`src/ps2_mouse_packet_cursor_tracker_macros.svh`:
```
// ----------------------------------------------------------------------------
// PS/2 mouse cursor tracker assertion macros
// Concurrent check wrappers, sampled on clk with reset masked.
// ----------------------------------------------------------------------------
`ifndef PS2_MOUSE_PACKET_CURSOR_TRACKER_MACROS_SVH
`define PS2_MOUSE_PACKET_CURSOR_TRACKER_MACROS_SVH
`ifndef SYNTH
// property must hold at every clock edge outside reset
`define PMCT_ASSERT(label, prop, msg) \
    label: assert property (@(posedge clk) disable iff (!rst_n) prop) else $error(msg);
// expression must never be true outside reset
`define PMCT_NEVER(label, expr, msg) \
    label: assert property (@(posedge clk) disable iff (!rst_n) !(expr)) else $error(msg);
`else
`define PMCT_ASSERT(label, prop, msg)
`define PMCT_NEVER(label, expr, msg)
`endif
`endif

```
`src/pmct_pkg.sv`:
```
// ----------------------------------------------------------------------------
// pmct_pkg
// Shared widths, register map, packet phase codes and status bit positions.
// ----------------------------------------------------------------------------
package pmct_pkg;

    // field and bus widths
    localparam int SIZE_W  = 13;
    localparam int DELTA_W = 9;
    localparam int ADDR_W  = 3;
    localparam int DATA_W  = 32;

    // parameter defaults
    localparam int DEFAULT_MARGIN     = 12;
    localparam int DEFAULT_COORD_BITS = 12;

    // register reset values
    localparam logic [SIZE_W-1:0] RST_WIDTH  = 13'd1024;
    localparam logic [SIZE_W-1:0] RST_HEIGHT = 13'd768;

    // register index (paddr bit 2)
    localparam logic REG_WIDTH  = 1'b0;
    localparam logic REG_HEIGHT = 1'b1;

    // packet phase codes
    localparam logic [1:0] PH_STATUS = 2'd0;
    localparam logic [1:0] PH_X      = 2'd1;
    localparam logic [1:0] PH_Y      = 2'd2;

    // status byte bits
    localparam int ST_LEFT   = 0;
    localparam int ST_RIGHT  = 1;
    localparam int ST_MIDDLE = 2;
    localparam int ST_ONE    = 3;
    localparam int ST_XSIGN  = 4;
    localparam int ST_YSIGN  = 5;
    localparam int ST_XOVF   = 6;
    localparam int ST_YOVF   = 7;

    typedef logic signed [DELTA_W-1:0] delta_t;

    // elaboration-time clamp limit, used for reset positions
    function automatic int axis_lim_const(int size, int margin, int coord_bits);
        int lim;
        lim = size - margin;
        if (lim < 0)
            lim = 0;
        if (lim > (1 << coord_bits) - 1)
            lim = (1 << coord_bits) - 1;
        return lim;
    endfunction

endpackage

```
`src/pmct_axis.sv`:
```
// ----------------------------------------------------------------------------
// pmct_axis
// One cursor axis: step or recenter, clamp to 0..size-margin within COORD_BITS.
// ----------------------------------------------------------------------------
module pmct_axis #(
    parameter int CURSOR_MARGIN = pmct_pkg::DEFAULT_MARGIN,
    parameter int COORD_BITS    = pmct_pkg::DEFAULT_COORD_BITS
) (
    input  logic [pmct_pkg::SIZE_W-1:0]        size,
    input  logic [COORD_BITS-1:0]              pos,
    input  logic signed [pmct_pkg::DELTA_W:0]  step,
    input  logic                               center,
    output logic [COORD_BITS-1:0]              pos_next
);

    localparam int CW = ((COORD_BITS > pmct_pkg::SIZE_W) ? COORD_BITS : pmct_pkg::SIZE_W) + 2;
    localparam logic signed [CW-1:0] MARGIN_S    = CW'(CURSOR_MARGIN);
    localparam logic signed [CW-1:0] COORD_MAX_S = CW'((1 << COORD_BITS) - 1);

    logic signed [CW-1:0] span;
    logic signed [CW-1:0] lim;
    logic signed [CW-1:0] target;
    logic signed [CW-1:0] clamped;

    // limit, then target, then clamp
    always_comb
    begin
        span = signed'(CW'(size)) - MARGIN_S;
        if (span < 0)
            lim = '0;
        else if (span > COORD_MAX_S)
            lim = COORD_MAX_S;
        else
            lim = span;

        if (center)
            target = signed'(CW'(size >> 1));
        else
            target = signed'(CW'(pos)) + CW'(step);

        if (target < 0)
            clamped = '0;
        else if (target > lim)
            clamped = lim;
        else
            clamped = target;

        pos_next = clamped[COORD_BITS-1:0];
    end

endmodule

```
`src/ps2_mouse_packet_cursor_tracker.sv`:
```
// ----------------------------------------------------------------------------
// ps2_mouse_packet_cursor_tracker
// Frames PS/2 mouse bytes into three-byte packets and tracks a clamped cursor.
// ----------------------------------------------------------------------------
// Input channel (in_valid/in_stall) carries one received byte per transfer
// with from_mouse and recenter flags. Bytes with from_mouse low are taken and
// dropped; recenter moves the cursor to mid-screen and restarts framing.
// Output channel (out_valid/out_stall) carries one result per completed
// packet: cursor position, deltas, buttons and overflow flag.
// Throughput: one byte per cycle while in_stall is low; the whole decode,
// add and clamp is a single combinational pass between the input state and
// the result register, which shows it in the cycle after the third byte.
// While a result waits under out_stall, bytes that do not end a packet are
// still taken; only a packet-ending byte is held off with in_stall.
// Reset: screen 1024x768, cursor at its center (512, 384), framing waits
// for a status byte, no result pending.
// Configuration: APB write of screen_width at 0x0, screen_height at 0x4;
// a new size applies from the next packet or recenter.
// ----------------------------------------------------------------------------
`include "ps2_mouse_packet_cursor_tracker_macros.svh"

module ps2_mouse_packet_cursor_tracker #(
    parameter int CURSOR_MARGIN = pmct_pkg::DEFAULT_MARGIN,
    parameter int COORD_BITS    = pmct_pkg::DEFAULT_COORD_BITS
) (
    input  logic                              clk,
    input  logic                              rst_n,
    // byte input
    input  logic                              in_valid,
    output logic                              in_stall,
    input  logic [7:0]                        rx_byte,
    input  logic                              from_mouse,
    input  logic                              recenter,
    // packet result
    output logic                              out_valid,
    input  logic                              out_stall,
    output logic [COORD_BITS-1:0]             cursor_x,
    output logic [COORD_BITS-1:0]             cursor_y,
    output logic signed [pmct_pkg::DELTA_W-1:0] delta_x,
    output logic signed [pmct_pkg::DELTA_W-1:0] delta_y,
    output logic                              left_button,
    output logic                              right_button,
    output logic                              middle_button,
    output logic                              overflow_seen,
    // configuration
    input  logic                              psel,
    input  logic                              penable,
    input  logic                              pwrite,
    input  logic [pmct_pkg::ADDR_W-1:0]       paddr,
    input  logic [pmct_pkg::DATA_W-1:0]       pwdata,
    output logic [pmct_pkg::DATA_W-1:0]       prdata,
    output logic                              pready
);

    localparam int SW = pmct_pkg::SIZE_W;

    // cursor reset positions: center of the reset screen, clamped
    localparam int RST_LIM_X = pmct_pkg::axis_lim_const(int'(pmct_pkg::RST_WIDTH),
                                                        CURSOR_MARGIN, COORD_BITS);
    localparam int RST_LIM_Y = pmct_pkg::axis_lim_const(int'(pmct_pkg::RST_HEIGHT),
                                                        CURSOR_MARGIN, COORD_BITS);
    localparam int RST_HALF_X = int'(pmct_pkg::RST_WIDTH) / 2;
    localparam int RST_HALF_Y = int'(pmct_pkg::RST_HEIGHT) / 2;
    localparam logic [COORD_BITS-1:0] RST_POS_X =
        COORD_BITS'((RST_HALF_X > RST_LIM_X) ? RST_LIM_X : RST_HALF_X);
    localparam logic [COORD_BITS-1:0] RST_POS_Y =
        COORD_BITS'((RST_HALF_Y > RST_LIM_Y) ? RST_LIM_Y : RST_HALF_Y);

    // state
    logic [SW-1:0]          width_reg,  width_next;
    logic [SW-1:0]          height_reg, height_next;
    logic [1:0]             phase_reg,  phase_next;
    logic [7:0]             status_reg, status_next;
    logic [7:0]             xbyte_reg,  xbyte_next;
    logic [COORD_BITS-1:0]  pos_x_reg,  pos_x_next;
    logic [COORD_BITS-1:0]  pos_y_reg,  pos_y_next;
    logic                   out_valid_reg, out_valid_next;

    // result payload
    logic [COORD_BITS-1:0]  cursor_x_reg, cursor_y_reg;
    pmct_pkg::delta_t       delta_x_reg, delta_y_reg;
    logic                   left_reg, right_reg, middle_reg, ovf_reg;

    // datapath
    logic                   in_fire;
    logic                   byte_use;
    logic                   res_item;
    logic                   res_load;
    logic                   cfg_write;
    logic                   ovf;
    logic                   x_neg, y_neg;
    pmct_pkg::delta_t       dx, dy;
    logic signed [pmct_pkg::DELTA_W:0] step_x, step_y;
    logic [COORD_BITS-1:0]  axis_x, axis_y;

    // handshake: only a packet-ending byte waits on a held result
    assign res_item = from_mouse && !recenter && (phase_reg == pmct_pkg::PH_Y);
    assign in_stall = out_valid_reg && out_stall && res_item;
    assign in_fire  = in_valid && !in_stall;
    assign byte_use = in_fire && from_mouse && !recenter;
    assign res_load = in_fire && res_item;

    // delta decode; a zero byte is never sign extended
    assign ovf   = status_reg[pmct_pkg::ST_XOVF] || status_reg[pmct_pkg::ST_YOVF];
    assign x_neg = status_reg[pmct_pkg::ST_XSIGN] && (xbyte_reg != 8'd0);
    assign y_neg = status_reg[pmct_pkg::ST_YSIGN] && (rx_byte != 8'd0);
    assign dx    = ovf ? '0 : pmct_pkg::delta_t'({x_neg, xbyte_reg});
    assign dy    = ovf ? '0 : pmct_pkg::delta_t'({y_neg, rx_byte});
    assign step_x = {dx[pmct_pkg::DELTA_W-1], dx};
    assign step_y = -{dy[pmct_pkg::DELTA_W-1], dy};

    pmct_axis #(
        .CURSOR_MARGIN (CURSOR_MARGIN),
        .COORD_BITS    (COORD_BITS)
    ) u_axis_x (
        .size     (width_reg),
        .pos      (pos_x_reg),
        .step     (step_x),
        .center   (recenter),
        .pos_next (axis_x)
    );

    pmct_axis #(
        .CURSOR_MARGIN (CURSOR_MARGIN),
        .COORD_BITS    (COORD_BITS)
    ) u_axis_y (
        .size     (height_reg),
        .pos      (pos_y_reg),
        .step     (step_y),
        .center   (recenter),
        .pos_next (axis_y)
    );

    // configuration port
    assign pready    = 1'b1;
    assign cfg_write = psel && penable && pwrite && pready;

    always_comb
    begin
        width_next  = width_reg;
        height_next = height_reg;
        if (cfg_write)
        begin
            case (paddr[2])
                pmct_pkg::REG_WIDTH:  width_next  = pwdata[SW-1:0];
                pmct_pkg::REG_HEIGHT: height_next = pwdata[SW-1:0];
                default:              width_next  = width_reg;
            endcase
        end
    end

    always_comb
    begin
        case (paddr[2])
            pmct_pkg::REG_WIDTH:  prdata = pmct_pkg::DATA_W'(width_reg);
            pmct_pkg::REG_HEIGHT: prdata = pmct_pkg::DATA_W'(height_reg);
            default:              prdata = '0;
        endcase
    end

    // packet framing
    always_comb
    begin
        phase_next  = phase_reg;
        status_next = status_reg;
        xbyte_next  = xbyte_reg;
        if (in_fire && recenter)
            phase_next = pmct_pkg::PH_STATUS;
        else if (byte_use)
        begin
            case (phase_reg)
                pmct_pkg::PH_X:
                begin
                    xbyte_next = rx_byte;
                    phase_next = pmct_pkg::PH_Y;
                end
                pmct_pkg::PH_Y:
                    phase_next = pmct_pkg::PH_STATUS;
                default:
                begin
                    status_next = rx_byte;
                    phase_next  = rx_byte[pmct_pkg::ST_ONE] ? pmct_pkg::PH_X
                                                            : pmct_pkg::PH_STATUS;
                end
            endcase
        end
    end

    // cursor moves on packet end or recenter
    always_comb
    begin
        pos_x_next = pos_x_reg;
        pos_y_next = pos_y_reg;
        if ((in_fire && recenter) || res_load)
        begin
            pos_x_next = axis_x;
            pos_y_next = axis_y;
        end
    end

    // result register valid
    always_comb
    begin
        if (res_load)
            out_valid_next = 1'b1;
        else if (!out_stall)
            out_valid_next = 1'b0;
        else
            out_valid_next = out_valid_reg;
    end

    // control and state registers
    always_ff @(posedge clk or negedge rst_n)
    begin
        if (!rst_n)
        begin
            width_reg     <= pmct_pkg::RST_WIDTH;
            height_reg    <= pmct_pkg::RST_HEIGHT;
            phase_reg     <= pmct_pkg::PH_STATUS;
            status_reg    <= '0;
            xbyte_reg     <= '0;
            pos_x_reg     <= RST_POS_X;
            pos_y_reg     <= RST_POS_Y;
            out_valid_reg <= 1'b0;
        end
        else
        begin
            width_reg     <= width_next;
            height_reg    <= height_next;
            phase_reg     <= phase_next;
            status_reg    <= status_next;
            xbyte_reg     <= xbyte_next;
            pos_x_reg     <= pos_x_next;
            pos_y_reg     <= pos_y_next;
            out_valid_reg <= out_valid_next;
        end
    end

    // result payload, loaded only when a packet completes
    always_ff @(posedge clk)
    begin
        if (res_load)
        begin
            cursor_x_reg <= axis_x;
            cursor_y_reg <= axis_y;
            delta_x_reg  <= dx;
            delta_y_reg  <= dy;
            left_reg     <= status_reg[pmct_pkg::ST_LEFT];
            right_reg    <= status_reg[pmct_pkg::ST_RIGHT];
            middle_reg   <= status_reg[pmct_pkg::ST_MIDDLE];
            ovf_reg      <= ovf;
        end
    end

    assign out_valid     = out_valid_reg;
    assign cursor_x      = cursor_x_reg;
    assign cursor_y      = cursor_y_reg;
    assign delta_x       = delta_x_reg;
    assign delta_y       = delta_y_reg;
    assign left_button   = left_reg;
    assign right_button  = right_reg;
    assign middle_button = middle_reg;
    assign overflow_seen = ovf_reg;

    // checks
    `PMCT_NEVER(a_no_overwrite, res_load && out_valid_reg && out_stall, "held result overwritten")
    `PMCT_ASSERT(a_res_ends_packet, res_load |=> phase_reg == pmct_pkg::PH_STATUS, "framing not restarted after packet")
    `PMCT_ASSERT(a_recenter_frame, (in_fire && recenter) |=> (phase_reg == pmct_pkg::PH_STATUS) && !$rose(out_valid_reg), "recenter did not restart framing")
    `PMCT_ASSERT(a_ovf_zero, (out_valid_reg && ovf_reg) |-> (delta_x_reg == 0) && (delta_y_reg == 0), "nonzero delta on overflow")

endmodule
```
`config.mk`:
```
export PLATFORM = sky130hd
export DESIGN_NAME = ps2_mouse_packet_cursor_tracker
export DESIGN_NICKNAME = d
export VERILOG_FILES = /design/src/pmct_pkg.sv /design/src/pmct_axis.sv /design/src/ps2_mouse_packet_cursor_tracker.sv
export VERILOG_INCLUDE_DIRS = /design/src /design/src/src
export SDC_FILE = /design/constraint.sdc
export NUM_CORES = 1
export LEC_CHECK = 0
export BUFFER_PORTS_ARGS = -buffer_cell sky130_fd_sc_hd__buf_2
export CAP_MARGIN = 10
export CORE_ASPECT_RATIO = 2
export CORE_MARGIN = 10
export CORE_UTILIZATION = 50
export CTS_BUF_LIST = sky130_fd_sc_hd__clkbuf_16
export DETAILED_ROUTE_END_ITERATION = 6
export PLACE_DENSITY = 0.84
export SYNTH_ARGS = -nofsm -noshare
export SYNTH_HDL_FRONTEND = slang
export SYNTH_HIERARCHICAL = 1
export SYNTH_SLANG_ARGS = --single-unit
```
`constraint.sdc`:
```
create_clock -name clk -period 13.95 [get_ports clk]
set_input_delay 0.6975 -clock clk [delete_from_list [all_inputs] [get_ports clk]]
set_output_delay 0.6975 -clock clk [all_outputs]
set_load 0.01 [all_outputs]
```
==> results of run 1 <==
## cell usage in the layout, fill, tap and decap left out, drive strengths merged, types with 3 or more instances in the layout
master / n
buf: 98
mux2: 80
dfrtp: 62
ha: 58
o21ai: 49
edfxtp: 46
nor2: 46
nand2: 46
a21oi: 32
nand3: 25
conb: 22
inv: 20
a21o: 20
xnor2: 19
clkbuf: 17
xor2: 16
and2: 15
a211oi: 14
mux2i: 14
nor3: 14
nand3b: 13
nand2b: 9
clkinv: 9
nand4: 7
and3: 6
o21a: 6
dfstp: 6
o21bai: 6
nor4: 6
o211ai: 5
or4: 5
or3: 4
or2: 4
o22ai: 4
o31ai: 3
clkinvlp: 3
a22oi: 3
a2111oi: 3
## worst min-delay path by stage
stage	startpoint	endpoint	slack, ps	cells after the start
final	status_reg[1]$_DFFE_PN0P_	right_button$_DFFE_PP_	460	0
after global routing	status_reg[1]$_DFFE_PN0P_	right_button$_DFFE_PP_	480	0
after CTS	status_reg[1]$_DFFE_PN0P_	right_button$_DFFE_PP_	450	0
after detailed placement	status_reg[1]$_DFFE_PN0P_	right_button$_DFFE_PP_	440	0
after global placement	status_reg[0]$_DFFE_PN0P_	left_button$_DFFE_PP_	430	0
after floorplan	rst_n	height_reg[0]$_DFFE_PN0P_	400	0
## cell families after synthesis
group                    Yosys count  synth area share, %
AND/OR/NAND/NOR                  206                 13.6
AO/OA/AOI/OAI                    176                 15.7
flip-flops                       114                 39.0
multiplexers                      94                 13.1
buffers and inverters             68                 4.83
adder cells (fa/ha/maj)           60                 9.67
XOR/XNOR                          35                 3.87
other                              4                0.190
## worst max-delay path, delay by kind of cell, from the launching register on
kind	cells	cell delay [ps]
AO/OA/AOI/OAI	8	2210
XOR/XNOR	2	360
adder cells (fa/ha/maj)	3	920
flip-flops	1	390
multiplexers	1	250
AND/OR/NAND/NOR	6	1570
## layer usage
| metal | wire length (um) | vias to the layer above |
|---|---|---|
| li1 | - | 2958 |
| met1 | 7120 | 2981 |
| met2 | 10700 | 199 |
| met3 | 1030 | 67 |
| met4 | 1140 | 0 |
| met5 | 0 | - |
## power by group
part / switching [W] / internal [W]
clock network: 0.000158 / 0.000260
registers: 0.0000717 / 0.000442
logic: 0.000459 / 0.000356
## stage by stage
stage               util, %  hold slack [ps]  instances  area (um2)
CTS                    57.4              453       1057        9010
global route           57.4              476       1057        9010
finish                 57.4              456       1057        9010
detailed placement     53.8              440       1025        8440
global placement       53.8              426       1025        8440
floorplan                 -              402        775        7990
## Yosys cell counts, types with 7 or more instances
library cell  instances  share of area, %
nand2b_1              9              0.71
and2_1               13               1.0
mux2_2               79                11
nand3b_1             13               1.2
a211oi_1             14               1.3
ha_1                 58               9.2
a21oi_1              31               2.0
o21ai_0              46               2.9
xnor2_1              19               2.1
nand2_1              45               2.1
buf_4                22               2.1
nor3_1               13              0.82
mux2i_1              14               1.8
edfxtp_1             46                17
nand4_1               7              0.55
nand3_1              25               1.6
clkbuf_1             15              0.71
a21o_1               20               1.9
xor2_1               16               1.8
dfrtp_1              62                20
nor2_1               46               2.2
inv_1                19              0.90
## cell type report
type / instances / area (um2) / share of cell area [%]
multi-input combinational: 593 / 4520 / 50.2
sequential: 114 / 3090 / 34.3
timing repair buffer: 98 / 508 / 5.64
clock buffer: 17 / 425 / 4.72
tap: 201 / 251 / 2.79
clock inverter: 15 / 145 / 1.61
inverter: 19 / 71.3 / 0.791
==> impl_results.md, run 1 <==
- Run status: completed
- Pwr per Cell Area: about 190 nW/um2
- Grt met2 use: about a third
- Worst setup EP type: flop
- Final hold vios: 0
- DRT iter0 DRCs: 440
- CTS Buf Count: 17
- R2R Setup Slk: 8190 ps
- Critical Path RT: between 10,000 and 15,000 ps
- Initial Util: about half
- Async set-reset flop share out of synthesis: just under 60%
- Max H-tree Level: 4
- IO buf count: 91
- Skew-Pair Late Insertion Delay: roughly 420 ps
- Max Cap Violations: 0
- GRT Residual Overflow: 0
- Max VDD drop: slightly below 0.0001 V
- WL per Instance: around 19 um
- Crit path to: pos_y_reg[3]$_DFFE_PN0P_
- Max-slew headroom: ~35%
- Setup CP Type: flop to flop
- Num ports: ~130
- GR Util met1: about 18%
- Clock skew: between 6 and 7 ps
- Post-route setup slack: 8190 ps
- Yosys warnings: 6
- Slowest stage delay, CP: 550 ps
- Startpoint Class: flop
- CTS resizes: 0
- Leak: between 4 and 5 nW
- Via density: 5.87
- Gr usage total: roughly 18%
- Crit path cell chain: nor2_1, nand2_1, ha_1, xnor2_1, ha_1, a211oi_1, o21ai_0, a31oi_1, o21ai_0, xnor2_1, o21ai_0, ha_1, nand3_1, or3_1, nand4_1, a22oi_1, a2111oi_4, nand2_2, a211oi_1, mux2_2
- Final Wtd Congestion: slightly above 0.9
- RR Endpoint: pos_y_reg[3]$_DFFE_PN0P_
- Critical path origin: status_reg[7]$_DFFE_PN0P_
- Synth Flop Type: dfrtp_1
- GRT met3 Usage: 3.65%
- Antenna violations before repair: 0
- Total negative slack: 0 ps
- Vias in the first global route: around 6,400
- Cts hold-fix bufs: 0
- Final HPWL DP: approximately 15,000 um
- First-pass GRT wire length: 31,000 um
- Clock sinks: ~110
- Core Rows: 65
- TritonCTS clock tree: done
- Dpl ws: 8230 ps
- Reg2reg path depth: 20
- Antenna Nets Post-Route: 0
- Die width: 109 um
- Fillers: 1,330
- Routed vias: around 6,200
- Tightest Hold Check Type: flop to flop
- Arr. time, crit path: between 6000 and 7000 ps
- Reg clk slew, reported paths: 50 ps
- Post-CTS Setup Repair Bufs: 0
- Slew Limit Fails: 0
- CP max stage cell: a211oi_1
- Crit Path Max Fanout: 21
- Total Power: about 0.0017 W
- Full die area: between 20,000 and 25,000 um2
- Core Area: around 16,000 um2
- Max Clk Rate: 0.174 GHz
- Number of remaining DRC errors: 0
- Die H: 198 um
- Final setup viols: 0
- Pin count of the biggest net entering global routing: 69
- Avg Cell Area, Syn: ~10 um2
- Drt first pass iters: 5
- Maximum buffer depth of the clock tree: 2
- Worst slew pin tran: around 960 ps
- NumNets Final: between 900 and 1,000
- Period utilisation layout: 41.3%
- Reg-to-reg startpoint: status_reg[7]$_DFFE_PN0P_
- Sequential fraction of the synthesis area: 39.0%
- EDFF count, synth: 46
- Ant. Diodes: 0
- Layout cells sized above 1: approximately 28%
- Post-synthesis cell type count: 81
- Minimum clock period: 5760 ps
- #FFs+latches synth: around 110
- Gate Count Post-Synth: between 700 and 800
- RSZ-0062 raised after global routing: no
- Layer with the highest usage: met2
- Routed WL: between 15,000 and 20,000 um
- Post-Syn Area: 7920 um2
- Clock root buffer: clkbuf_16
- Area delta synth->final: 13.8%
No activity file was read; power rests on OpenSTA's default activity.
==> run 2: changes to the inputs <==
--- a/config.mk
+++ b/config.mk
@@ -6,6 +6,7 @@
 export SDC_FILE = /design/constraint.sdc
 export NUM_CORES = 1
 export LEC_CHECK = 0
+export ABC_AREA = 1
 export BUFFER_PORTS_ARGS = -buffer_cell sky130_fd_sc_hd__buf_2
 export CAP_MARGIN = 10
 export CORE_ASPECT_RATIO = 2
@@ -13,7 +14,7 @@
 export CORE_UTILIZATION = 50
 export CTS_BUF_LIST = sky130_fd_sc_hd__clkbuf_16
 export DETAILED_ROUTE_END_ITERATION = 6
-export PLACE_DENSITY = 0.84
+export PLACE_DENSITY = 0.87
 export SYNTH_ARGS = -nofsm -noshare
 export SYNTH_HDL_FRONTEND = slang
 export SYNTH_HIERARCHICAL = 1
==> constraint.sdc (replaced) <==
create_clock -name clk -period 5.27 [get_ports clk]
set_input_delay 0.2635 -clock clk [delete_from_list [all_inputs] [get_ports clk]]
set_output_delay 0.2635 -clock clk [all_outputs]
set_load 0.01 [all_outputs]
==> run 2 against run 1 <==
Net effect:
- sequential power grew to 2.6 times the previous value
- final area up 4.4%
- total power rose to 3.0 times the previous value
- synthesized cell count rose by 44%
- maximum frequency increased by 19%
- routed wire length up 15%
- hold slack worse by 420 ps
- combinational power increased to 3.3 times the previous value
- cell count rose by 31%
- flip-flop and latch count unchanged
- first-iteration DRC count increased by 8.6%
- largest power group unchanged
- register-to-register slack got worse by 7700 ps
==> impl_results.md, run 2 <==
- Crit path to: pos_y_reg[7]$_DFFE_PN1P_
- IO buf count: 91
- EDFF count, synth: 46
- Top cells by area, synth: dfrtp_1 18%, edfxtp_1 16%, nand2_1 12%
- Core Rows: 67
- Avg Cell Area, Syn: about 7.7 um2
- Total negative slack: 0 ps
- NumNets Final: 1,276
- Drt first pass iters: 5
- Pwr per Cell Area: 548 nW/um2
- TritonCTS clock tree: done
- CTS Buf Count: 17
- Clock sinks: 114
- Most frequent cells in the layout: 267 x nand2_1, 116 x inv_1, 91 x buf_2
- Synth cell count leaders: 267 x nand2_1, 114 x inv_1, 86 x o21ai_0
- Synth top area share: approximately 18%
- Power share of the combinational group: a little over half
- Final HPWL DP: roughly 17,000 um
- Gate Count Post-Synth: around 1,100
- Final Wtd Congestion: roughly 0.9
- Area delta synth->final: 12.0%
- Crit-path most repeated cell: nand2_1
- RSZ-0062 raised after global routing: no
- Final hold vios: 0
- Fin Hold WS: ~35 ps
- Max VDD drop: about 0.00028 V
- Final setup viols: 0
- Num ports: about 130
- Worst setup EP type: flop
- Power Internal: 0.00281 W
- First-pass GRT wire length: between 30,000 and 40,000 um
- Tightest Hold Check Type: input pin to asynchronous set/reset pin
- Antenna Nets Post-Route: 0
- Sequential fraction of the synthesis area: 36.8%
- GRT Residual Overflow: 0
- Flop pwr share: between 20 and 30%
- Skew-Pair Late Insertion Delay: between 400 and 500 ps
- Crit Path Max Fanout: 24
- Leak: 4.82 nW
- Startpoint Class: flop
- Routed vias: 7,672
- Core Area: 16,700 um2
- Antenna violations before repair: 0
- Reg-to-reg startpoint: status_reg[7]$_DFFE_PN0P_
- Reg clk slew, reported paths: 50 ps
- DRT iter0 DRCs: approximately 480
- Via density: around 5.5
- Clock share of power: a little over a fifth
- Period utilisation layout: between 90% and 100%
- Layout cells sized above 1: 16.7%
- Switching power: 0.00234 W
- Post-Syn Area: 8400 um2
- Vias in the first global route: 7,835
- Synth Flop Type: dfrtp_1
- Critical path origin: status_reg[7]$_DFFE_PN0P_
- Max Clk Rate: approximately 0.21 GHz
- Crit path max-delay family: simple AND/OR/NAND/NOR gates
- Routed WL: 23,000 um
- CP Depth: 29
- Initial Util: between 50% and 60%
- Gr usage total: approximately a fifth
- Die H: 203 um
- Fillers: 1,532
- Max Cap Violations: 0
- Yosys warnings: 6
- Worst slew pin tran: ~1100 ps
- Top-count cell post-synth: nand2_1
- Reg2reg path depth: 29
- Setup CP Type: flop to flop
- Run status: completed
- WL per Instance: about 17 um
- RR Endpoint: pos_y_reg[7]$_DFFE_PN1P_
- Slew Limit Fails: 0
- Clock root buffer: clkbuf_16
- Biggest area consumer among synthesized cells: dfrtp_1
- Die width: about 110 um
- Minimum clock period: between 4000 and 5000 ps
- Post-synthesis cell type count: between 40 and 50
- Max-slew headroom: 28.5%
- Max H-tree Level: 4
- Critical Path RT: roughly 5600 ps
- Arr. time, crit path: 5190 ps
- #FFs+latches synth: 114
- Most common cell after layout, fill and taps aside: nand2_1
- CP Buf/Inv Count: 4
- Clock skew: approximately 11 ps
- Slowest stage delay, CP: 370 ps
- Full die area: ~23,000 um2
- Number of remaining DRC errors: 0
- Async set-reset flop share out of synthesis: 59.6%
- Sw frac: a little under half
- Pin count of the biggest net entering global routing: approximately 70
- Maximum buffer depth of the clock tree: 2
- CP max stage cell: dfrtp_1
- Ant. Diodes: 0
- R2R Setup Slk: around 440 ps
run 2: changes by cell type in the layout (fill, tap and decap cells not counted), moves of 36 or more:
cell,delta
inv_1,+96
mux2_2,-79
nand2_1,+222
nand3_1,+60
nor2_1,+36
o21ai_0,+39
run 2: kinds of logic after synthesis:
family / synth area share [%]
AND/OR/NAND/NOR: 28.0
AO/OA/AOI/OAI: 13.4
buffers and inverters: 9.98
flip-flops: 36.8
adder cells (fa/ha/maj): 9.11
XOR/XNOR: 2.40
other: 0.179
multiplexers: 0.119
run 2: area by class of cell:
type	count	area (um2)	share of cell area, %
well taps	207	259	2.75
clock buffers	19	475	5.05
repair buffers	97	500	5.32
multi-input cells	814	4540	48.3
inverters	120	450	4.79
clock inverters	13	91.3	0.971
flip-flops and latches	114	3090	32.9
run 2: how the worst min path moves through the flow:
| stage | from | end | depth (start not counted) |
|---|---|---|---|
| global placement | status_reg[2]$_DFFE_PN0P_ | middle_button$_DFFE_PP_ | 0 |
| CTS | rst_n | pos_y_reg[10]$_DFFE_PN0P_ | 2 |
| finish | rst_n | pos_y_reg[10]$_DFFE_PN0P_ | 2 |
| detailed placement | status_reg[1]$_DFFE_PN0P_ | right_button$_DFFE_PP_ | 0 |
| global route | pwdata[9] | height_reg[9]$_DFFE_PN1P_ | 3 |
| floorplan | rst_n | height_reg[0]$_DFFE_PN0P_ | 0 |
run 2: what timing repair did:
action | in CTS | in global routing
resized for setup | 0 | 1
hold endpoints to repair | 0 | 0
hold buffers | 0 | 0
setup buffers | 0 | 0
setup endpoints to repair | 0 | 3
run 2: worst reg2reg max path, delay by kind of cell (launching register included):
kind | cells | cell delay [ps]
AOI/OAI and AO/OA | 6 | 800
adders and majority gates | 3 | 910
buffers and inverters | 4 | 470
DFF | 1 | 370
and+or+nand+nor | 16 | 2230
run 2: through the flow:
stage | std cells | utilization [%] | setup WS, ps | area [um2] | total power [W]
after floorplan | 1105 | - | 1320 | 8470 | 0.00342
after detailed placement | 1352 | 53.0 | 615 | 8840 | 0.00396
after global placement | 1352 | 53.0 | 758 | 8840 | 0.00389
after CTS | 1384 | 56.4 | 512 | 9410 | 0.00511
after global routing | 1384 | 56.4 | 19.1 | 9410 | 0.00559
final | 1384 | 56.4 | 439 | 9410 | 0.00515
run 2: metal layers:
| metal | vias to the layer above | track usage, % | share of wire (%) |
|---|---|---|---|
| li1 | 3719 | - | - |
| met2 | 323 | 35.6 | 51 |
| met5 | - | 0 | 0 |
| met4 | 0 | 12.4 | 4.8 |
| met3 | 76 | 4.85 | 6.3 |
| met1 | 3554 | 20.4 | 38 |
run 2: power by group through the flow:
stage / combinational (W) / sequential [W] / clock (W)
after floorplan: 0.00214 / 0.00128 / 0
after global placement: 0.00256 / 0.00132 / 0
after detailed placement: 0.00263 / 0.00133 / 0
after CTS: 0.00267 / 0.00132 / 0.00112
after global routing: 0.00309 / 0.00134 / 0.00116
final: 0.00272 / 0.00132 / 0.00111
